## config.mk

```make
export PLATFORM = sky130hd
export DESIGN_NAME = ipv4_l4_header_metadata_parser_core
export DESIGN_NICKNAME = d
export VERILOG_FILES = /design/src/rtl/ipl4_pkg.sv /design/src/rtl/ipv4_l4_header_metadata_parser_core.sv /design/src/rtl/ipl4_front.sv /design/src/rtl/ipl4_queue.sv /design/src/rtl/ipl4_back.sv
export VERILOG_INCLUDE_DIRS = /design/src /design/src/rtl
export SDC_FILE = /design/constraint.sdc
export NUM_CORES = 1
export LEC_CHECK = 0
export ABC_AREA = 1
export CAP_MARGIN = 5
export CORE_UTILIZATION = 60
export CTS_CLUSTER_DIAMETER = 150
export CTS_CLUSTER_SIZE = 25
export DETAILED_ROUTE_END_ITERATION = 12
export DONT_BUFFER_PORTS = 1
export GPL_TIMING_DRIVEN = 0
export PLACE_DENSITY_LB_ADDON = 0.08
export SLEW_MARGIN = 40
export SYNTH_ARGS = -nofsm -noshare
export SYNTH_HDL_FRONTEND = slang
export SYNTH_HIERARCHICAL = 1
export SYNTH_SLANG_ARGS = --single-unit
```

## constraint.sdc

```tcl
create_clock -name clk -period 22.4 [get_ports clk]
set_input_delay 3.36 -clock clk [delete_from_list [all_inputs] [get_ports clk]]
set_output_delay 3.36 -clock clk [all_outputs]
set_load 0.01 [all_outputs]
```

## src/rtl/ipv4_l4_header_metadata_parser_core_defines.svh

```systemverilog
// assertion macros for the ipv4 l4 header metadata parser
// used by the top level only; no other dependencies
`ifndef IPV4_L4_HEADER_METADATA_PARSER_CORE_DEFINES_SVH
`define IPV4_L4_HEADER_METADATA_PARSER_CORE_DEFINES_SVH

// same-cycle implication, disabled while in reset
`define IPL4_ASSERT_NOW(label, clk, rst_n, ante, cons, msg) \
  label: assert property (@(posedge clk) disable iff (!rst_n) (ante) |-> (cons)) \
    else $error(msg);

// next-cycle implication, disabled while in reset
`define IPL4_ASSERT_NEXT(label, clk, rst_n, ante, cons, msg) \
  label: assert property (@(posedge clk) disable iff (!rst_n) (ante) |=> (cons)) \
    else $error(msg);

`endif

```

## src/rtl/ipl4_pkg.sv

```systemverilog
// shared types and constants for the ipv4 l4 header metadata parser
// no dependencies
package ipl4_pkg;

  localparam logic [15:0] ETHERTYPE_IPV4 = 16'h0800;
  localparam logic [3:0]  IHL_PLAIN      = 4'd5;
  localparam logic [7:0]  PROTO_TCP      = 8'd6;
  localparam logic [7:0]  PROTO_UDP      = 8'd17;
  localparam logic [5:0]  UDP_HDR_BYTES  = 6'd8;
  localparam logic [6:0]  IP_HDR_BYTES   = 7'd20;
  localparam logic [16:0] WINDOW_NONE    = 17'h1FFFF;

  // byte positions within the frame
  localparam logic [5:0] POS_FIRST    = 6'd0;
  localparam logic [5:0] POS_ETYPE_HI = 6'd12;
  localparam logic [5:0] POS_ETYPE_LO = 6'd13;
  localparam logic [5:0] POS_VER_IHL  = 6'd14;
  localparam logic [5:0] POS_TLEN_HI  = 6'd16;
  localparam logic [5:0] POS_TLEN_LO  = 6'd17;
  localparam logic [5:0] POS_PROTO    = 6'd23;
  localparam logic [5:0] POS_SRC_FIRST = 6'd26;
  localparam logic [5:0] POS_SRC_LAST  = 6'd29;
  localparam logic [5:0] POS_DST_FIRST = 6'd30;
  localparam logic [5:0] POS_DST_LAST  = 6'd33;
  localparam logic [5:0] POS_SPORT_HI = 6'd34;
  localparam logic [5:0] POS_SPORT_LO = 6'd35;
  localparam logic [5:0] POS_DPORT_HI = 6'd36;
  localparam logic [5:0] POS_DPORT_LO = 6'd37;
  localparam logic [5:0] POS_UDP_DONE = 6'd41;
  localparam logic [5:0] POS_TCP_OFF  = 6'd46;
  localparam logic [5:0] POS_TCP_FLAG = 6'd47;
  localparam logic [5:0] POS_WIN_HI   = 6'd48;
  localparam logic [5:0] POS_WIN_LO   = 6'd49;
  localparam logic [5:0] POS_TCP_DONE = 6'd53;

  localparam int QUEUE_DEPTH_DEF = 2;

  // raw header capture handed from front to back
  typedef struct packed {
    logic [63:0] stamp;
    logic [31:0] src_addr;
    logic [31:0] dst_addr;
    logic [15:0] src_port;
    logic [15:0] dst_port;
    logic [15:0] total_len;
    logic [7:0]  proto;
    logic [3:0]  data_off;
    logic [7:0]  flags;
    logic [15:0] window;
  } rec_t;

  typedef enum logic [1:0] {
    ST_HDR  = 2'b01,
    ST_SKIP = 2'b10
  } front_state_t;

endpackage

```

## src/rtl/ipv4_l4_header_metadata_parser_core.sv

```systemverilog
// top level of the ipv4 l4 header metadata parser
// depends on ipl4_pkg, ipl4_front, ipl4_queue, ipl4_back and the defines header
//
// usage:
// - input channel: one ethernet frame byte per transaction, wire order from the
//   destination mac, in_frame_last on the final byte, in_time_us sampled on the
//   first byte. a transaction completes when in_push is high and in_full low.
// - result channel: one metadata record per ipv4 (ihl 5) tcp or udp frame that
//   reaches the end of its l4 header; the record sits on the out_ ports while
//   out_empty is low and leaves on a cycle with out_pop high.
// - throughput: one byte per cycle. the front capture logic takes a byte every
//   cycle; in_full rises only when the record queue between front and back is
//   full, which needs the result side to stall across two whole headers.
// - path: the record for the byte that completes the l4 header is written into
//   the queue and then loaded into the result register.
// - reset (synchronous, rst_n low): byte position returns to the first byte of a
//   frame, queue and result register empty. header fields need no reset.
// - a stalled result side only holds the result register and fills the queue;
//   bytes of frames that give no record keep flowing until in_full rises.
`include "ipv4_l4_header_metadata_parser_core_defines.svh"

module ipv4_l4_header_metadata_parser_core
  import ipl4_pkg::*;
#(
  parameter int QUEUE_DEPTH = QUEUE_DEPTH_DEF
)(
  input  logic               clk,
  input  logic               rst_n,
  input  logic               in_push,
  output logic               in_full,
  input  logic [7:0]         in_data_byte,
  input  logic               in_frame_last,
  input  logic [63:0]        in_time_us,
  output logic               out_empty,
  input  logic               out_pop,
  output logic [63:0]        out_stamp_us,
  output logic [31:0]        out_source_addr,
  output logic [31:0]        out_dest_addr,
  output logic signed [16:0] out_recv_window,
  output logic [15:0]        out_source_port,
  output logic [15:0]        out_dest_port,
  output logic [15:0]        out_payload_bytes,
  output logic [5:0]         out_l4_header_bytes,
  output logic [7:0]         out_ip_protocol,
  output logic [7:0]         out_tcp_flag_bits
);

  logic byte_take;
  logic front_valid;
  rec_t front_rec;
  logic q_full;
  logic q_valid;
  rec_t q_rec;
  logic q_take;
  logic res_valid;

  assign in_full   = q_full;
  assign byte_take = in_push && !q_full;
  assign out_empty = !res_valid;

  ipl4_front u_front (
    .clk        (clk),
    .rst_n      (rst_n),
    .byte_take  (byte_take),
    .data_byte  (in_data_byte),
    .frame_last (in_frame_last),
    .time_us    (in_time_us),
    .rec_valid  (front_valid),
    .rec        (front_rec)
  );

  ipl4_queue #(
    .DEPTH (QUEUE_DEPTH)
  ) u_queue (
    .clk      (clk),
    .rst_n    (rst_n),
    .wr_en    (front_valid),
    .wr_rec   (front_rec),
    .full     (q_full),
    .rd_en    (q_take),
    .rd_valid (q_valid),
    .rd_rec   (q_rec)
  );

  ipl4_back u_back (
    .clk             (clk),
    .rst_n           (rst_n),
    .rec_valid       (q_valid),
    .rec             (q_rec),
    .rec_take        (q_take),
    .res_valid       (res_valid),
    .res_pop         (out_pop),
    .stamp_us        (out_stamp_us),
    .source_addr     (out_source_addr),
    .dest_addr       (out_dest_addr),
    .recv_window     (out_recv_window),
    .source_port     (out_source_port),
    .dest_port       (out_dest_port),
    .payload_bytes   (out_payload_bytes),
    .l4_header_bytes (out_l4_header_bytes),
    .ip_protocol     (out_ip_protocol),
    .tcp_flag_bits   (out_tcp_flag_bits)
  );

  // records are separated by at least a full header, never back to back
  `IPL4_ASSERT_NEXT(a_no_adjacent_records, clk, rst_n, front_valid, !front_valid, "two records on adjacent cycles")
  // a record must never be written into a full queue
  `IPL4_ASSERT_NOW(a_no_write_when_full, clk, rst_n, front_valid, !q_full, "record written into full queue")
  // only tcp or udp frames reach the result side
  `IPL4_ASSERT_NOW(a_result_proto, clk, rst_n, !out_empty, (out_ip_protocol == PROTO_TCP) || (out_ip_protocol == PROTO_UDP), "result with unexpected protocol")

endmodule

```

## src/rtl/ipl4_front.sv

```systemverilog
// front part: tracks byte position, captures header fields, classifies the frame
// depends on ipl4_pkg
module ipl4_front
  import ipl4_pkg::*;
(
  input  logic       clk,
  input  logic       rst_n,
  input  logic       byte_take,
  input  logic [7:0] data_byte,
  input  logic       frame_last,
  input  logic [63:0] time_us,
  output logic       rec_valid,
  output rec_t       rec
);

  front_state_t state_r, state_nxt;
  logic [5:0]  pos_r, pos_nxt;
  logic [63:0] stamp_r;
  logic [7:0]  etype_hi_r;
  logic [15:0] tlen_r;
  logic [7:0]  proto_r;
  logic [31:0] src_r;
  logic [31:0] dst_r;
  logic [15:0] sport_r;
  logic [15:0] dport_r;
  logic [3:0]  off_r;
  logic [7:0]  flags_r;
  logic [15:0] win_r;

  logic work;
  logic reject;
  logic emit;

  assign work = byte_take && (state_r == ST_HDR);

  always_comb begin
    reject = 1'b0;
    if (pos_r == POS_ETYPE_LO && {etype_hi_r, data_byte} != ETHERTYPE_IPV4) begin
      reject = 1'b1;
    end
    if (pos_r == POS_VER_IHL && data_byte[3:0] != IHL_PLAIN) begin
      reject = 1'b1;
    end
    if (pos_r == POS_PROTO && data_byte != PROTO_TCP && data_byte != PROTO_UDP) begin
      reject = 1'b1;
    end
  end

  assign emit = (pos_r == POS_UDP_DONE && proto_r == PROTO_UDP) || (pos_r == POS_TCP_DONE);
  assign rec_valid = work && emit;

  always_comb begin
    state_nxt = state_r;
    pos_nxt   = pos_r;
    if (work) begin
      if (reject || emit) begin
        state_nxt = ST_SKIP;
      end else begin
        pos_nxt = pos_r + 6'd1;
      end
    end
    if (byte_take && frame_last) begin
      state_nxt = ST_HDR;
      pos_nxt   = '0;
    end
  end

  always_ff @(posedge clk) begin
    if (!rst_n) begin
      state_r <= ST_HDR;
      pos_r   <= '0;
      stamp_r <= '0;
    end else begin
      state_r <= state_nxt;
      pos_r   <= pos_nxt;
      if (work && pos_r == POS_FIRST) begin
        stamp_r <= time_us;
      end
    end
  end

  // header field capture, shifted in big-endian by position
  always_ff @(posedge clk) begin
    if (work) begin
      if (pos_r == POS_ETYPE_HI) begin
        etype_hi_r <= data_byte;
      end
      if (pos_r == POS_TLEN_HI || pos_r == POS_TLEN_LO) begin
        tlen_r <= {tlen_r[7:0], data_byte};
      end
      if (pos_r == POS_PROTO) begin
        proto_r <= data_byte;
      end
      if (pos_r >= POS_SRC_FIRST && pos_r <= POS_SRC_LAST) begin
        src_r <= {src_r[23:0], data_byte};
      end
      if (pos_r >= POS_DST_FIRST && pos_r <= POS_DST_LAST) begin
        dst_r <= {dst_r[23:0], data_byte};
      end
      if (pos_r == POS_SPORT_HI || pos_r == POS_SPORT_LO) begin
        sport_r <= {sport_r[7:0], data_byte};
      end
      if (pos_r == POS_DPORT_HI || pos_r == POS_DPORT_LO) begin
        dport_r <= {dport_r[7:0], data_byte};
      end
      if (pos_r == POS_TCP_OFF) begin
        off_r <= data_byte[7:4];
      end
      if (pos_r == POS_TCP_FLAG) begin
        flags_r <= data_byte;
      end
      if (pos_r == POS_WIN_HI || pos_r == POS_WIN_LO) begin
        win_r <= {win_r[7:0], data_byte};
      end
    end
  end

  always_comb begin
    rec.stamp     = stamp_r;
    rec.src_addr  = src_r;
    rec.dst_addr  = dst_r;
    rec.src_port  = sport_r;
    rec.dst_port  = dport_r;
    rec.total_len = tlen_r;
    rec.proto     = proto_r;
    rec.data_off  = off_r;
    rec.flags     = flags_r;
    rec.window    = win_r;
  end

endmodule

```

## src/rtl/ipl4_queue.sv

```systemverilog
// short record queue between front and back parts
// depends on ipl4_pkg
module ipl4_queue
  import ipl4_pkg::*;
#(
  parameter int DEPTH = QUEUE_DEPTH_DEF
)(
  input  logic clk,
  input  logic rst_n,
  input  logic wr_en,
  input  rec_t wr_rec,
  output logic full,
  input  logic rd_en,
  output logic rd_valid,
  output rec_t rd_rec
);

  localparam int PTR_W = (DEPTH > 1) ? $clog2(DEPTH) : 1;
  localparam int CNT_W = $clog2(DEPTH + 1);

  rec_t slots_r [DEPTH];
  logic [PTR_W-1:0] wr_ptr_r, wr_ptr_nxt;
  logic [PTR_W-1:0] rd_ptr_r, rd_ptr_nxt;
  logic [CNT_W-1:0] count_r, count_nxt;

  assign full     = (count_r == CNT_W'(DEPTH));
  assign rd_valid = (count_r != '0);
  assign rd_rec   = slots_r[rd_ptr_r];

  always_comb begin
    wr_ptr_nxt = wr_ptr_r;
    rd_ptr_nxt = rd_ptr_r;
    count_nxt  = count_r;
    if (wr_en) begin
      wr_ptr_nxt = (wr_ptr_r == PTR_W'(DEPTH - 1)) ? '0 : wr_ptr_r + 1'b1;
    end
    if (rd_en) begin
      rd_ptr_nxt = (rd_ptr_r == PTR_W'(DEPTH - 1)) ? '0 : rd_ptr_r + 1'b1;
    end
    if (wr_en && !rd_en) begin
      count_nxt = count_r + 1'b1;
    end else if (rd_en && !wr_en) begin
      count_nxt = count_r - 1'b1;
    end
  end

  always_ff @(posedge clk) begin
    if (!rst_n) begin
      wr_ptr_r <= '0;
      rd_ptr_r <= '0;
      count_r  <= '0;
    end else begin
      wr_ptr_r <= wr_ptr_nxt;
      rd_ptr_r <= rd_ptr_nxt;
      count_r  <= count_nxt;
    end
  end

  always_ff @(posedge clk) begin
    if (wr_en) begin
      slots_r[wr_ptr_r] <= wr_rec;
    end
  end

endmodule

```

## src/rtl/ipl4_back.sv

```systemverilog
// back part: derives lengths, window and flags, holds the result register
// depends on ipl4_pkg
module ipl4_back
  import ipl4_pkg::*;
(
  input  logic               clk,
  input  logic               rst_n,
  input  logic               rec_valid,
  input  rec_t               rec,
  output logic               rec_take,
  output logic               res_valid,
  input  logic               res_pop,
  output logic [63:0]        stamp_us,
  output logic [31:0]        source_addr,
  output logic [31:0]        dest_addr,
  output logic signed [16:0] recv_window,
  output logic [15:0]        source_port,
  output logic [15:0]        dest_port,
  output logic [15:0]        payload_bytes,
  output logic [5:0]         l4_header_bytes,
  output logic [7:0]         ip_protocol,
  output logic [7:0]         tcp_flag_bits
);

  logic        valid_r;
  logic        is_tcp;
  logic [5:0]  l4_len;
  logic [15:0] used;
  logic [15:0] payload;
  logic [16:0] window;
  logic [7:0]  flags;

  logic [63:0] stamp_r;
  logic [31:0] src_r;
  logic [31:0] dst_r;
  logic [16:0] win_r;
  logic [15:0] sport_r;
  logic [15:0] dport_r;
  logic [15:0] payload_r;
  logic [5:0]  l4_len_r;
  logic [7:0]  proto_r;
  logic [7:0]  flags_r;

  assign rec_take = rec_valid && (!valid_r || res_pop);

  assign is_tcp = (rec.proto == PROTO_TCP);
  assign l4_len = is_tcp ? {rec.data_off, 2'b00} : UDP_HDR_BYTES;
  assign used   = 16'(IP_HDR_BYTES) + 16'(l4_len);
  // floored at zero
  assign payload = (rec.total_len > used) ? (rec.total_len - used) : '0;
  assign window  = is_tcp ? {1'b0, rec.window} : WINDOW_NONE;
  assign flags   = is_tcp ? rec.flags : '0;

  always_ff @(posedge clk) begin
    if (!rst_n) begin
      valid_r <= 1'b0;
    end else if (rec_take) begin
      valid_r <= 1'b1;
    end else if (res_pop) begin
      valid_r <= 1'b0;
    end
  end

  always_ff @(posedge clk) begin
    if (rec_take) begin
      stamp_r   <= rec.stamp;
      src_r     <= rec.src_addr;
      dst_r     <= rec.dst_addr;
      win_r     <= window;
      sport_r   <= rec.src_port;
      dport_r   <= rec.dst_port;
      payload_r <= payload;
      l4_len_r  <= l4_len;
      proto_r   <= rec.proto;
      flags_r   <= flags;
    end
  end

  assign res_valid       = valid_r;
  assign stamp_us        = stamp_r;
  assign source_addr     = src_r;
  assign dest_addr       = dst_r;
  assign recv_window     = win_r;
  assign source_port     = sport_r;
  assign dest_port       = dport_r;
  assign payload_bytes   = payload_r;
  assign l4_header_bytes = l4_len_r;
  assign ip_protocol     = proto_r;
  assign tcp_flag_bits   = flags_r;

endmodule
```

**Yosys cells after proc, flatten, opt, wreduce, memory -nomap -nowiden**

Memory sizes are Yosys's and may differ from the RTL's. A register that Yosys moved wholly into a read port is not among the register bits.
Cells that the tools add are included.

- Add/sub/neg operators: 7
- Shifts and indexed selects: 0
- Bitwise operators: 2
- Divide/modulo/power cells: 0
- Reductions and logical operators: 43
- $mul: 0
- Order comparisons: 5
- Multiplexer cells: 15
- Eq/ne operators: 24

Operator list:

| cell | number |
|---|---|
| == test 6 bit (second input constant) | 10 |
| AND reduction 2 bit | 12 |
| == test 6 x 4 -> 1 bit (second input constant) | 3 |
| == test 6 x 5 -> 1 bit (second input constant) | 3 |
| two-way mux 17 bit | 1 |
| greater-than comparator 16 bit | 1 |
| inequality test 16 x 12 -> 1 bit (second input constant) | 1 |
| subtractor 16 bit | 1 |
| logical AND 1 bit | 15 |
| greater-or-equal comparator 6 x 5 -> 1 bit (second input constant) | 2 |
| two-way mux 1 bit | 11 |
| == test 8 x 3 -> 1 bit (second input constant) | 1 |
| == test 8 x 5 -> 1 bit (second input constant) | 1 |
| inequality test 8 x 3 -> 1 bit (second input constant) | 1 |
| inequality test 8 x 5 -> 1 bit (second input constant) | 1 |
| adder 5 x 6 -> 7 bit (first input constant) | 1 |
| logical OR 1 bit | 7 |
| adder 6 x 1 -> 6 bit (second input constant) | 1 |
| less-or-equal comparator 6 x 5 -> 1 bit (second input constant) | 1 |
| less-or-equal comparator 6 bit (second input constant) | 1 |
| logical NOT 6 bit | 1 |
| two-way mux 6 bit | 1 |
| nonzero test 2 bit | 3 |
| logical NOT 1 bit | 4 |
| 9 further kinds | 12 |

- Memory bits (read-only): 0
- Output and inout bits: 217
- Latch bits: 0
- Memories kept: 1
- Bits of input ports: 77
- Flip-flop bits (word level): 448
- Bits in writable memories: 424

Memory list:

| memory | depth | width | read ports | clocked after Yosys merged registers in | wr ports | line | source |
|---|---|---|---|---|---|---|---|
| u_queue.slots_r | 2 | 212 | 1 | 1 | 1 | ipl4_queue.sv:21 | `rec_t slots_r [DEPTH];` |

**Depth between registers and ports, before layout**

Gate-level depths: netlist of run 1.

- Word-level depth: 9
- Mapped depth: 23

**By module**

Netlist of run 1, hierarchy kept.

Modules (own cells, without submodules):

| module | area an instance (um2) | cells each | sequential area each (um2) | times used |
|---|---|---|---|---|
| ipl4_queue | 16370.7 | 695 | 12832.3 | 1 |
| ipl4_front | 7729.9 | 587 | 6125.9 | 1 |
| ipl4_back | 7500.9 | 430 | 6416.2 | 1 |
| ipv4_l4_header_metadata_parser_core | 13.8 | 3 | 0.0 | 1 |

**Worst setup path after synthesis of run 1**

No wires, ideal clock.

- Kind: input -> register
- From: in out_pop
- To: reg u_queue.count_r[1]
- Setup time: 64 ps
- Data required time: 22336 ps
- Arrival: 14959 ps
- Stages on the path: 9
- Path buffers: 0
- Slack: 7377 ps
- Path through: inv_1 a21oi_1 inv_1 ha_1 inv_1 nand3_1 nand2_1 inv_1 nor2_1

- Word-level cells in the longest chain between the ends: 5

RTL lines:

| element | line | source |
|---|---|---|
| start, declared | ipv4_l4_header_metadata_parser_core.sv:35 | `input logic out_pop,` |
| logical OR 1 bit (*) | ipl4_back.sv:44 | `assign rec_take = rec_valid && (!valid_r \|\| res_pop);` |
| logical AND 1 bit (*) | ipl4_back.sv:44 |  |
| via q_take | ipv4_l4_header_metadata_parser_core.sv:54 | `logic q_take;` |
| logical NOT 1 bit | ipl4_queue.sv:40 | `if (wr_en && !rd_en) begin` |
| logical AND 1 bit | ipl4_queue.sv:40 |  |
| two-way mux 2 bit or nonzero test 2 bit (tied branches) | - |  |
| end signal, assigned | ipl4_queue.sv:55 | `count_r <= count_nxt;` |
| end, declared | ipl4_queue.sv:24 | `logic [CNT_W-1:0] count_r, count_nxt;` |

The timed path passes the listed nets; every way through them passes the cells marked *.
A chain may end at the register's enable or synchronous reset.

**Worst setup path in the final report of run 1**

- From: in in_push
- To: mem u_queue/slots_r[0][185] in the netlist's numbering (enable)

- Word-level cells in the longest chain between the ends: 5

RTL lines:

| element | line | source |
|---|---|---|
| start, declared | ipv4_l4_header_metadata_parser_core.sv:29 | `input logic in_push,` |
| logical AND 1 bit | ipv4_l4_header_metadata_parser_core.sv:58 | `assign byte_take = in_push && !q_full;` |
| via byte_take | ipv4_l4_header_metadata_parser_core.sv:48 | `logic byte_take;` |
| logical AND 1 bit | ipl4_front.sv:34 | `assign work = byte_take && (state_r == ST_HDR);` |
| logical AND 1 bit | ipl4_front.sv:50 | `assign rec_valid = work && emit;` |
| via front_valid | ipv4_l4_header_metadata_parser_core.sv:49 | `logic front_valid;` |
| two-way mux 1 bit | ipl4_queue.sv:60 | `if (wr_en) begin` |
| two-way mux 1 bit (not written as such) | ipl4_queue.sv:61 | `slots_r[wr_ptr_r] <= wr_rec;` |
| end, declared | ipl4_queue.sv:21 |  |

The timed path passes the listed nets, and every way through them passes these cells.

==> metrics.yaml, run 1 <==
drc: 0
synth_cells: 1715
grt_pass1_wl_um: 79900
period_share_pct: 25.0
holdCritStartpoint: "u_front/win_r[14]"
n_antenna_cell: 0
die_h_um: 232
p_leak_nw: 11.8
dpl_worst_slack_ns: 16.21
async_reset_ff_share_pct: 0
grtUsageTotal_pct: 20.1
vias: 13574
synth_top_flop_cell: "edfxtp_1"
grt_pass1_vias: 13421
cts_inserted_buffers: 40
dpl.hpwl_um: 35500
status: "complete, no violations"
tritoncts: "built"
final_common_cell: "edfxtp_1"
htree_levels: 2
synth_top_area_share_pct: 75.3
fin_nets: 1894
ctsHoldBuffers: 0
critPathArrivalTime_ns: 5.88
critPathKind: "in2reg"
drt_first_pass_iters: 5
fillCellCount: 3455
drv_slew: 0
syn-cell-area_um2: 31600
vdd_ir_drop_max_mv: 0.0805
core_um2: 51700
cts_buffer_depth: 3
synth_seq_cells: 871
die_x_um: 232
grt_overflow_total: 0
start_util_pct: 61.1
setup_ws_ns: 16.80
synth_top_area_cell: "edfxtp_1"
crit_path_end_kind: "flop"
min_delay_path_depth: 0
num_rows: 83
io_pins: 294
path_clk_slew_ns: 0.10
ff2ff_path_depth: 21
setup_viol: 0
ys_seq_area_share_pct: 80.3
drv_cap: 0
reg2reg_to: "u_back/payload_bytes[7]"
hold_end: "u_queue/slots_r[0][14]"
rsz0062_at_grt: "no"
area_growth_pct: 8.79
cts_root_buffer: "clkbuf_16"
ys_types: 39
clock_skew_ns: 0.0212
wl_um: 53500
wire_per_inst_um: 21.3
synth_warnings: 6
layout-drive-gt1-share_pct: 22.0
port_buffers: 0
drt-initial-drc-count: 967
cp_max_fo: 18
cts-resized-gates: 0
synth_edf_count: 793
reg2reg_slack_ns: 18.41
grt_max_degree: 64
synth_area_per_cell_um2: 18.4
most-common-layout-cells: "edfxtp_1, nor2_1, mux2_4, nand2_1, dfxtp_1"
relSlewSlack_pct: 46.0
synthTopCellsByArea: "edfxtp_1, mux2_4, dfxtp_1, nor2_1, nand2_1"
viasPerCell: 5.41
worstHoldPathType: "reg2reg"
hold_violations: 0
critPathLaunchType: "input pin"
place.gp.congestion: 0.836
die_area_um2: 53600
clkSinkCount: 871
min_period_ns: 5.60
drtAntennaViolNets: 0
worst_slew_pin_slew_ns: 0.810
post_cts_buffers: 0
grt_antenna_before_repair: 2
fmaxAchievable_mhz: 179
powerDensity_nw_per_um2: 110
clk_latency_ns: 0.59
setup-tns-final_ns: 0
cp_data_required_time_ns: 22.69
==> Yosys cell counts, types with 9 or more instances <==
cell type  number
or2_1          11
inv_1          75
edfxtp_1      793
nand3_1        24
buf_12         11
buf_2          16
nand2_2        10
a21oi_1         9
nor2_2         12
nor2_1        202
o21ai_0        10
buf_6          11
nand2_1       103
mux2_4        180
o21ai_1        60
mux2_2         32
ha_1           11
dfxtp_1        78
==> per-stage QoR <==
step	util, %	cells	power [mW]	hold WS, ns	area [um2]
2_1_floorplan	-	1716	2.86	0.421	31600
3_3_place_gp	62.8	2396	3.10	0.422	32500
3_5_place_dp	64.3	2443	3.03	0.434	33300
4_1_cts	66.5	2507	3.82	0.452	34400
5_1_grt	66.5	2507	3.93	0.465	34400
6_report	66.5	2507	3.78	0.448	34400
==> logic make-up after synthesis <==
kind of cell,count (synthesis),share of synthesized area [%]
buf+inv,133,2.52
mux,212,9.69
other cells,1,0.0119
compound gates,84,1.38
xor+xnor,5,0.139
fa+ha+maj,12,0.499
flops,871,80.3
simple gates,397,5.51
==> flip-flops by register name, summed over array words and instances, names as in the netlist, 16 cells and up, named ones only <==
name	flops
u_front/win_r	16
u_front/dst_r	32
u_back/dest_addr	32
u_front/sport_r	16
u_back/source_addr	32
u_front/tlen_r	16
u_front/stamp_r	64
u_front/src_r	32
u_front/dport_r	16
u_back/source_port	16
u_back/recv_window	17
u_back/dest_port	16
u_back/stamp_us	64
u_queue/slots_r	424
u_back/payload_bytes	16
==> cell type report <==
class / count / area (um2) / share of cell area [%]
inverter: 83 / 319 / 0.928
clock buffer: 64 / 1130 / 3.30
tap: 680 / 851 / 2.47
multi-input combinational: 712 / 5530 / 16.1
timing repair buffer: 47 / 701 / 2.04
sequential: 871 / 25400 / 73.8
buffer: 50 / 484 / 1.41
==> power by group <==
| group | internal, mW | switching, mW |
|---|---|---|
| Clock | 0.351 | 0.454 |
| Sequential | 2.06 | 0.192 |
| Combinational | 0.324 | 0.392 |
| Total | 2.74 | 1.04 |
==> worst max-delay path by stage <==
| stage | from | endpoint | slack [ns] | depth (start not counted) |
|---|---|---|---|---|
| 6_report | in_push | u_queue/slots_r[0][185] | 16.80 | 12 |
| 5_1_grt | in_push | u_queue/slots_r[0][138] | 16.64 | 12 |
| 4_1_cts | in_push | u_queue/slots_r[0][170] | 16.84 | 12 |
| 3_5_place_dp | in_push | u_queue/slots_r[0][170] | 16.21 | 12 |
| 3_3_place_gp | out_pop | u_queue/count_r[1] | 1.89 | 9 |
| 2_1_floorplan | out_pop | u_queue/count_r[1] | 7.38 | 9 |
==> critical path, cell delays in order <==
cell and delay (ns):
inv_1 0.03, nor2_2 0.11, nand2_1 0.14, nor2_8 0.20, inv_2 0.15, a21oi_1 0.45
inv_1 0.15, nor2_4 0.46, buf_16 0.22, buf_8 0.20, buf_16 0.19, buf_8 0.20
==> layer usage <==
layer  vias up  wire, um  GRT usage (%)
met5         -         0              0
met4         0      1110           5.08
met3        67      2630           3.67
met2       306     26900           33.6
met1      6781     22900           27.5
li1       6420         -              -
No activity file was read; power rests on OpenSTA's default activity.
==> run 2: changes to the inputs <==
--- a/config.mk
+++ b/config.mk
@@ -8,7 +8,7 @@
 export LEC_CHECK = 0
 export ABC_AREA = 1
 export CAP_MARGIN = 5
-export CORE_UTILIZATION = 60
+export CORE_UTILIZATION = 57
 export CTS_CLUSTER_DIAMETER = 150
 export CTS_CLUSTER_SIZE = 25
 export DETAILED_ROUTE_END_ITERATION = 12
==> constraint.sdc (replaced) <==
create_clock -name clk -period 5.1 [get_ports clk]
set_input_delay 0.765 -clock clk [delete_from_list [all_inputs] [get_ports clk]]
set_output_delay 0.765 -clock clk [all_outputs]
set_load 0.01 [all_outputs]
==> metrics.yaml, run 2 (same netlist as run 1, synthesis figures left out) <==
path_clk_slew_ns: 0.10
p_leak_nw: 11.9
wire_per_inst_um: 21.0
fin_area_um2: 34700
crit_path_end_kind: "flop"
hold_violations: 0
n_antenna_cell: 0
layout-drive-gt1-share_pct: 22.4
route.met2.wl_um: 27200
grt_pass1_wl_um: 80600
worstHoldPathType: "in2reg"
vias: 13596
port_buffers: 0
drv_slew: 0
whs_ns: 0.269
tritoncts: "built"
vdd_ir_drop_max_mv: 0.544
rsz0062_at_grt: "no"
viasPerCell: 5.28
period_share_pct: 77.8
core_um2: 54300
dpl.hpwl_um: 36300
crit_top_cell: "nand2_1"
place_area_um2: 33600
drt_first_pass_iters: 5
clock_skew_ns: 0.0171
grtUsageTotal_pct: 19.2
critPathArrivalTime_ns: 4.33
powerDensity_nw_per_um2: 478
grt_overflow_total: 0
multi_input_comb_area_um2: 5530
min_period_ns: 3.97
ctsHoldBuffers: 0
internal_power_mw: 12.1
slowest_stage: "dfxtp_1"
p_sw_share_pct: 27.3
top_register: "u_queue/slots_r"
top_layer: "met4"
drtAntennaViolNets: 0
drt-initial-drc-count: 827
die_h_um: 238
grt_max_degree: 27
met3WireLength_um: 2700
fillCellCount: 3765
drc: 0
largest_reg_flops: 424
cts_buffer_depth: 3
place.gp.congestion: 0.838
post_cts_buffers: 0
fin_nets: 1903
cts_inserted_buffers: 40
wl_met1_um: 22900
num_rows: 85
cp_cell_sequence: "buf_6, buf_12, buf_12, mux2_4, nor2_1, nand2_1, nor2_4, inv_2, buf_2, or2_1, ha_1, o21ai_0, ha_1, nand2_1, inv_1, a21oi_1, nand4_1, nand2_1, nor2_2"
cts_root_buffer: "clkbuf_16"
reg2reg_slack_ns: 1.13
area_growth_pct: 9.91
critPathLaunchType: "flop"
die_area_um2: 56400
io_pins: 294
final_common_cell: "edfxtp_1"
fmaxAchievable_mhz: 252
power_frac_comb_pct: 19.0
p_switching_mw: 4.54
clk_latency_ns: 0.58
grt_pass1_vias: 13623
htree_levels: 2
seq_power_share_pct: 59.6
setup_viol: 0
pwr-share-clk_pct: 21.3
worst_slew_pin_slew_ns: 0.809
relSlewSlack_pct: 45.9
start_util_pct: 58.2
grt_antenna_before_repair: 1
cp_max_fo: 10
cts-resized-gates: 0
clkSinkCount: 871
setup-tns-final_ns: 0
seqCellArea_um2: 25400
wl_um: 54000
most-common-layout-cells: "edfxtp_1, nor2_1, mux2_4, nand2_1, dfxtp_1"
drv_cap: 0
slowest_delay_ns: 0.34
status: "complete, no violations"
critPathKind: "reg2reg"
cp_data_required_time_ns: 5.46
die_x_um: 238
## run 2: power by group through the flow
stage               combinational [mW]  clock, mW  sequential (mW)
floorplan                         2.27          0             9.95
detailed placement                3.21          0             10.1
global route                      3.43       3.91             9.99
finish                            3.16       3.54             9.90
CTS                               3.22       3.68             9.94
global placement                  2.79          0             10.2
## run 2: through the flow
step / power [mW] / utilization, % / setup slack, ns / std cells
final: 16.6 / 63.9 / 1.13 / 2575
after global routing: 17.3 / 63.9 / 0.780 / 2575
after CTS: 16.8 / 63.9 / 1.07 / 2575
after detailed placement: 13.3 / 61.8 / 1.11 / 2511
after global placement: 13.0 / 59.9 / -2.43 / 2455
after floorplan: 12.2 / - / -0.133 / 1716
## run 2: routing by layer
layer | global-route usage [%] | vias to the layer above
met5 | 0 | -
met4 | 5.02 | 0
met3 | 3.97 | 65
met2 | 32.5 | 284
met1 | 25.5 | 6805
li1 | - | 6442
## run 2: cell type report
cell class,instances,share of cell area [%]
plain buffers,50,1.39
clock buffers,64,3.26
inverters,83,0.907
multi-input cells,712,15.9
flip-flops and latches,871,73.0
well taps,739,2.66
repair buffers,56,2.83
## run 2: final timing paths
kind | start | to | cells past startpoint
setup / recovery | flop | u_back/payload_bytes[15] | 19
hold reg to reg | u_front/win_r[13] | u_queue/slots_r[0][13] | 0
setup reg to reg | flop | u_back/payload_bytes[15] | 19
hold / removal | in_data_byte[0] | u_front/flags_r[0] | 0
## run 2: worst max-delay path: cells and delay by family (launching register included)
kind,cells,cell delay (ns)
buffers and inverters,6,0.91
AOI/OAI and AO/OA,2,0.52
and+or+nand+nor,8,1.08
adders and majority gates,2,0.56
muxes,1,0.31
DFF,1,0.34
==> run 3: changes to the inputs <==
--- a/config.mk
+++ b/config.mk
@@ -6,9 +6,9 @@
 export SDC_FILE = /design/constraint.sdc
 export NUM_CORES = 1
 export LEC_CHECK = 0
-export ABC_AREA = 1
+export ABC_AREA = 0
 export CAP_MARGIN = 5
-export CORE_UTILIZATION = 57
+export CORE_UTILIZATION = 60
 export CTS_CLUSTER_DIAMETER = 150
 export CTS_CLUSTER_SIZE = 25
 export DETAILED_ROUTE_END_ITERATION = 12
==> constraint.sdc (replaced) <==
create_clock -name clk -period 4 [get_ports clk]
set_input_delay 0.6 -clock clk [delete_from_list [all_inputs] [get_ports clk]]
set_output_delay 0.6 -clock clk [all_outputs]
set_load 0.01 [all_outputs]
==> metrics.yaml, run 3 <==
cts_buffer_depth: 3
setup-tns-final_ns: -0.297
die_area_um2: 53200
htree_levels: 2
synth_commonest_cells: "edfxtp_1, mux2_4, nand2_1"
fillCellCount: 3401
cts_inserted_buffers: 40
ctsHoldBuffers: 0
drt_first_pass_iters: 5
area_growth_pct: 10.8
start_util_pct: 60.9
synth_warnings: 6
route.met2.wl_um: 27600
fin_nets: 1756
wire_per_inst_um: 23.2
critPathArrivalTime_ns: 4.63
synth_cells: 1550
grt_max_degree: 36
period_share_pct: 107
synth_area_per_cell_um2: 20.2
cp_data_required_time_ns: 4.33
place.gp.congestion: 0.857
status: "complete, but fails checks"
hold_violations: 0
final_common_cell: "edfxtp_1"
grt_overflow_total: 0
met3WireLength_um: 2490
die_h_um: 231
synth_seq_cells: 871
drt-initial-drc-count: 871
syn-cell-area_um2: 31400
path_delay_family: "simple AND/OR/NAND/NOR gates"
die_x_um: 231
drtAntennaViolNets: 0
ys_types: 55
fmaxAchievable_mhz: 233
ff2ff_path_depth: 12
violations: "negative setup slack"
min_delay_path_depth: 0
worst-path-stages: 12
layout-drive-gt1-share_pct: 25.4
tritoncts: "built"
cp_max_fo: 6
slowest_stage: "or4_4"
io_pins: 294
synth_edf_count: 793
setup.worst_path.end: "u_back/payload_bytes[15]"
n_antenna_cell: 0
synthTopCellsByArea: "edfxtp_1, mux2_4, dfxtp_1, nand2_1, a21boi_0"
cts_root_buffer: "clkbuf_16"
grtUsageTotal_pct: 20.8
port_buffers: 0
crit_path_end_kind: "flop"
clk_latency_ns: 0.58
drv_slew: 0
num_rows: 83
most-common-layout-cells: "edfxtp_1, mux2_4, nand2_1, dfxtp_1, a21boi_0"
grt_pass1_vias: 13355
min_period_ns: 4.30
dpl.hpwl_um: 36500
crit_top_cell: "mux2_4"
synth_top_flop_cell: "edfxtp_1"
wl_met1_um: 23600
worstHoldPathType: "in2reg"
critPathKind: "reg2reg"
wl_um: 55000
drv_cap: 0
p_leak_nw: 11.4
reg2reg_slack_ns: -0.30
reg2reg_to: "u_back/payload_bytes[15]"
cp_cell_sequence: "buf_12, mux2_4, or4_4, or3_4, ha_4, xor2_1, ha_1, and3_4, o21a_1, nor4bb_2, or4b_4, mux2_4"
cp_num_buf_inv: 1
relSlewSlack_pct: 44.5
dpl_worst_slack_ns: -1.22
worst_slew_pin_slew_ns: 0.830
vias: 13288
slowest_delay_ns: 0.60
setup_viol: 1
largest_reg_flops: 424
top_layer: "met5"
grt_antenna_before_repair: 4
grt_pass1_wl_um: 81600
yosysMostFrequentCell: "edfxtp_1"
async_reset_ff_share_pct: 0
clkSinkCount: 871
vdd_ir_drop_max_mv: 0.304
ys_seq_area_share_pct: 80.9
viasPerCell: 5.61
powerDensity_nw_per_um2: 418
synth_top_area_cell: "edfxtp_1"
critPathLaunchType: "flop"
core_um2: 51500
synth_top_area_share_pct: 75.9
clock_skew_ns: 0.0230
drc: 0
rsz0062_at_grt: "yes"
path_clk_slew_ns: 0.10
top_register: "u_queue/slots_r"
setup_ws_ns: -0.297
==> run 3: cell types whose count changed in the layout (fill, tap and decap cells not counted), moves of 14 or more <==
cell      before  now
inv_1         74   10
a21boi_0       1   65
or3_1          0   19
nand2_1      103  142
and3_1         0   14
nand3_1       24    5
buf_4          8   38
o21ai_1       60    0
nor2_1       199   15
==> run 3: repair_timing <==
item / in CTS / in global routing
endpoints found under the setup margin: 16 / 16
pin swaps: 12 / 14
buffers inserted: 21 / 13
gates cloned: 1 / 0
resized for setup: 44 / 6
==> run 3: worst min path at each step <==
stage / startpoint / endpoint
detailed placement: u_front/tlen_r[9] / u_queue/slots_r[1][45]
global placement: u_front/flags_r[3] / u_queue/slots_r[0][19]
CTS: in_data_byte[4] / u_front/etype_hi_r[4]
floorplan: u_front/dst_r[24] / u_queue/slots_r[0][108]
global route: in_data_byte[4] / u_front/etype_hi_r[4]
finish: in_data_byte[4] / u_front/etype_hi_r[4]
==> run 3: layout make-up <==
type	count	area, um2	area share [%]
plain buffers	49	470	1.35
clock buffers	63	1130	3.25
inverters	11	41.3	0.119
multi-input cells	615	5790	16.6
flip-flops and latches	871	25400	73.0
well taps	680	851	2.45
repair buffers	79	1090	3.14
==> run 3: kinds of logic (layout without fill, tap and decap cells) <==
group / Yosys count / in the layout / share of synthesized area [%]
compound gates: 91 / 91 / 2.11
xor+xnor: 14 / 14 / 0.391
fa+ha+maj: 12 / 12 / 0.503
buf+inv: 65 / 202 / 1.73
flops: 871 / 871 / 80.9
mux: 217 / 217 / 9.93
other cells: 1 / 2 / 0.0120
simple gates: 279 / 279 / 4.43
==> run 3: layer usage <==
| layer | track usage, % | vias up |
|---|---|---|
| met4 | 5.53 | 2 |
| met2 | 34.5 | 309 |
| met3 | 3.90 | 73 |
| met1 | 28.5 | 6774 |
| li1 | - | 6130 |
| met5 | 0 | - |
==> run 3: through the flow <==
step	total power, mW	instance area [um2]	cells	hold slack, ns	utilization [%]
final	14.5	34700	2368	0.111	67.5
after global placement	10.2	32300	2231	0.423	62.8
after floorplan	10.2	31500	1551	0.421	-
after CTS	14.7	34700	2361	0.0705	67.3
after global routing	15.0	34700	2368	0.0631	67.5
after detailed placement	10.2	33200	2279	0.432	64.5
==> run 3: power breakdown <==
part | switching, mW | total [mW] | internal, mW
Clock | 2.54 | 4.50 | 1.96
Sequential | 0.0314 | 9.88 | 9.85
Combinational | 0.102 | 0.158 | 0.0563
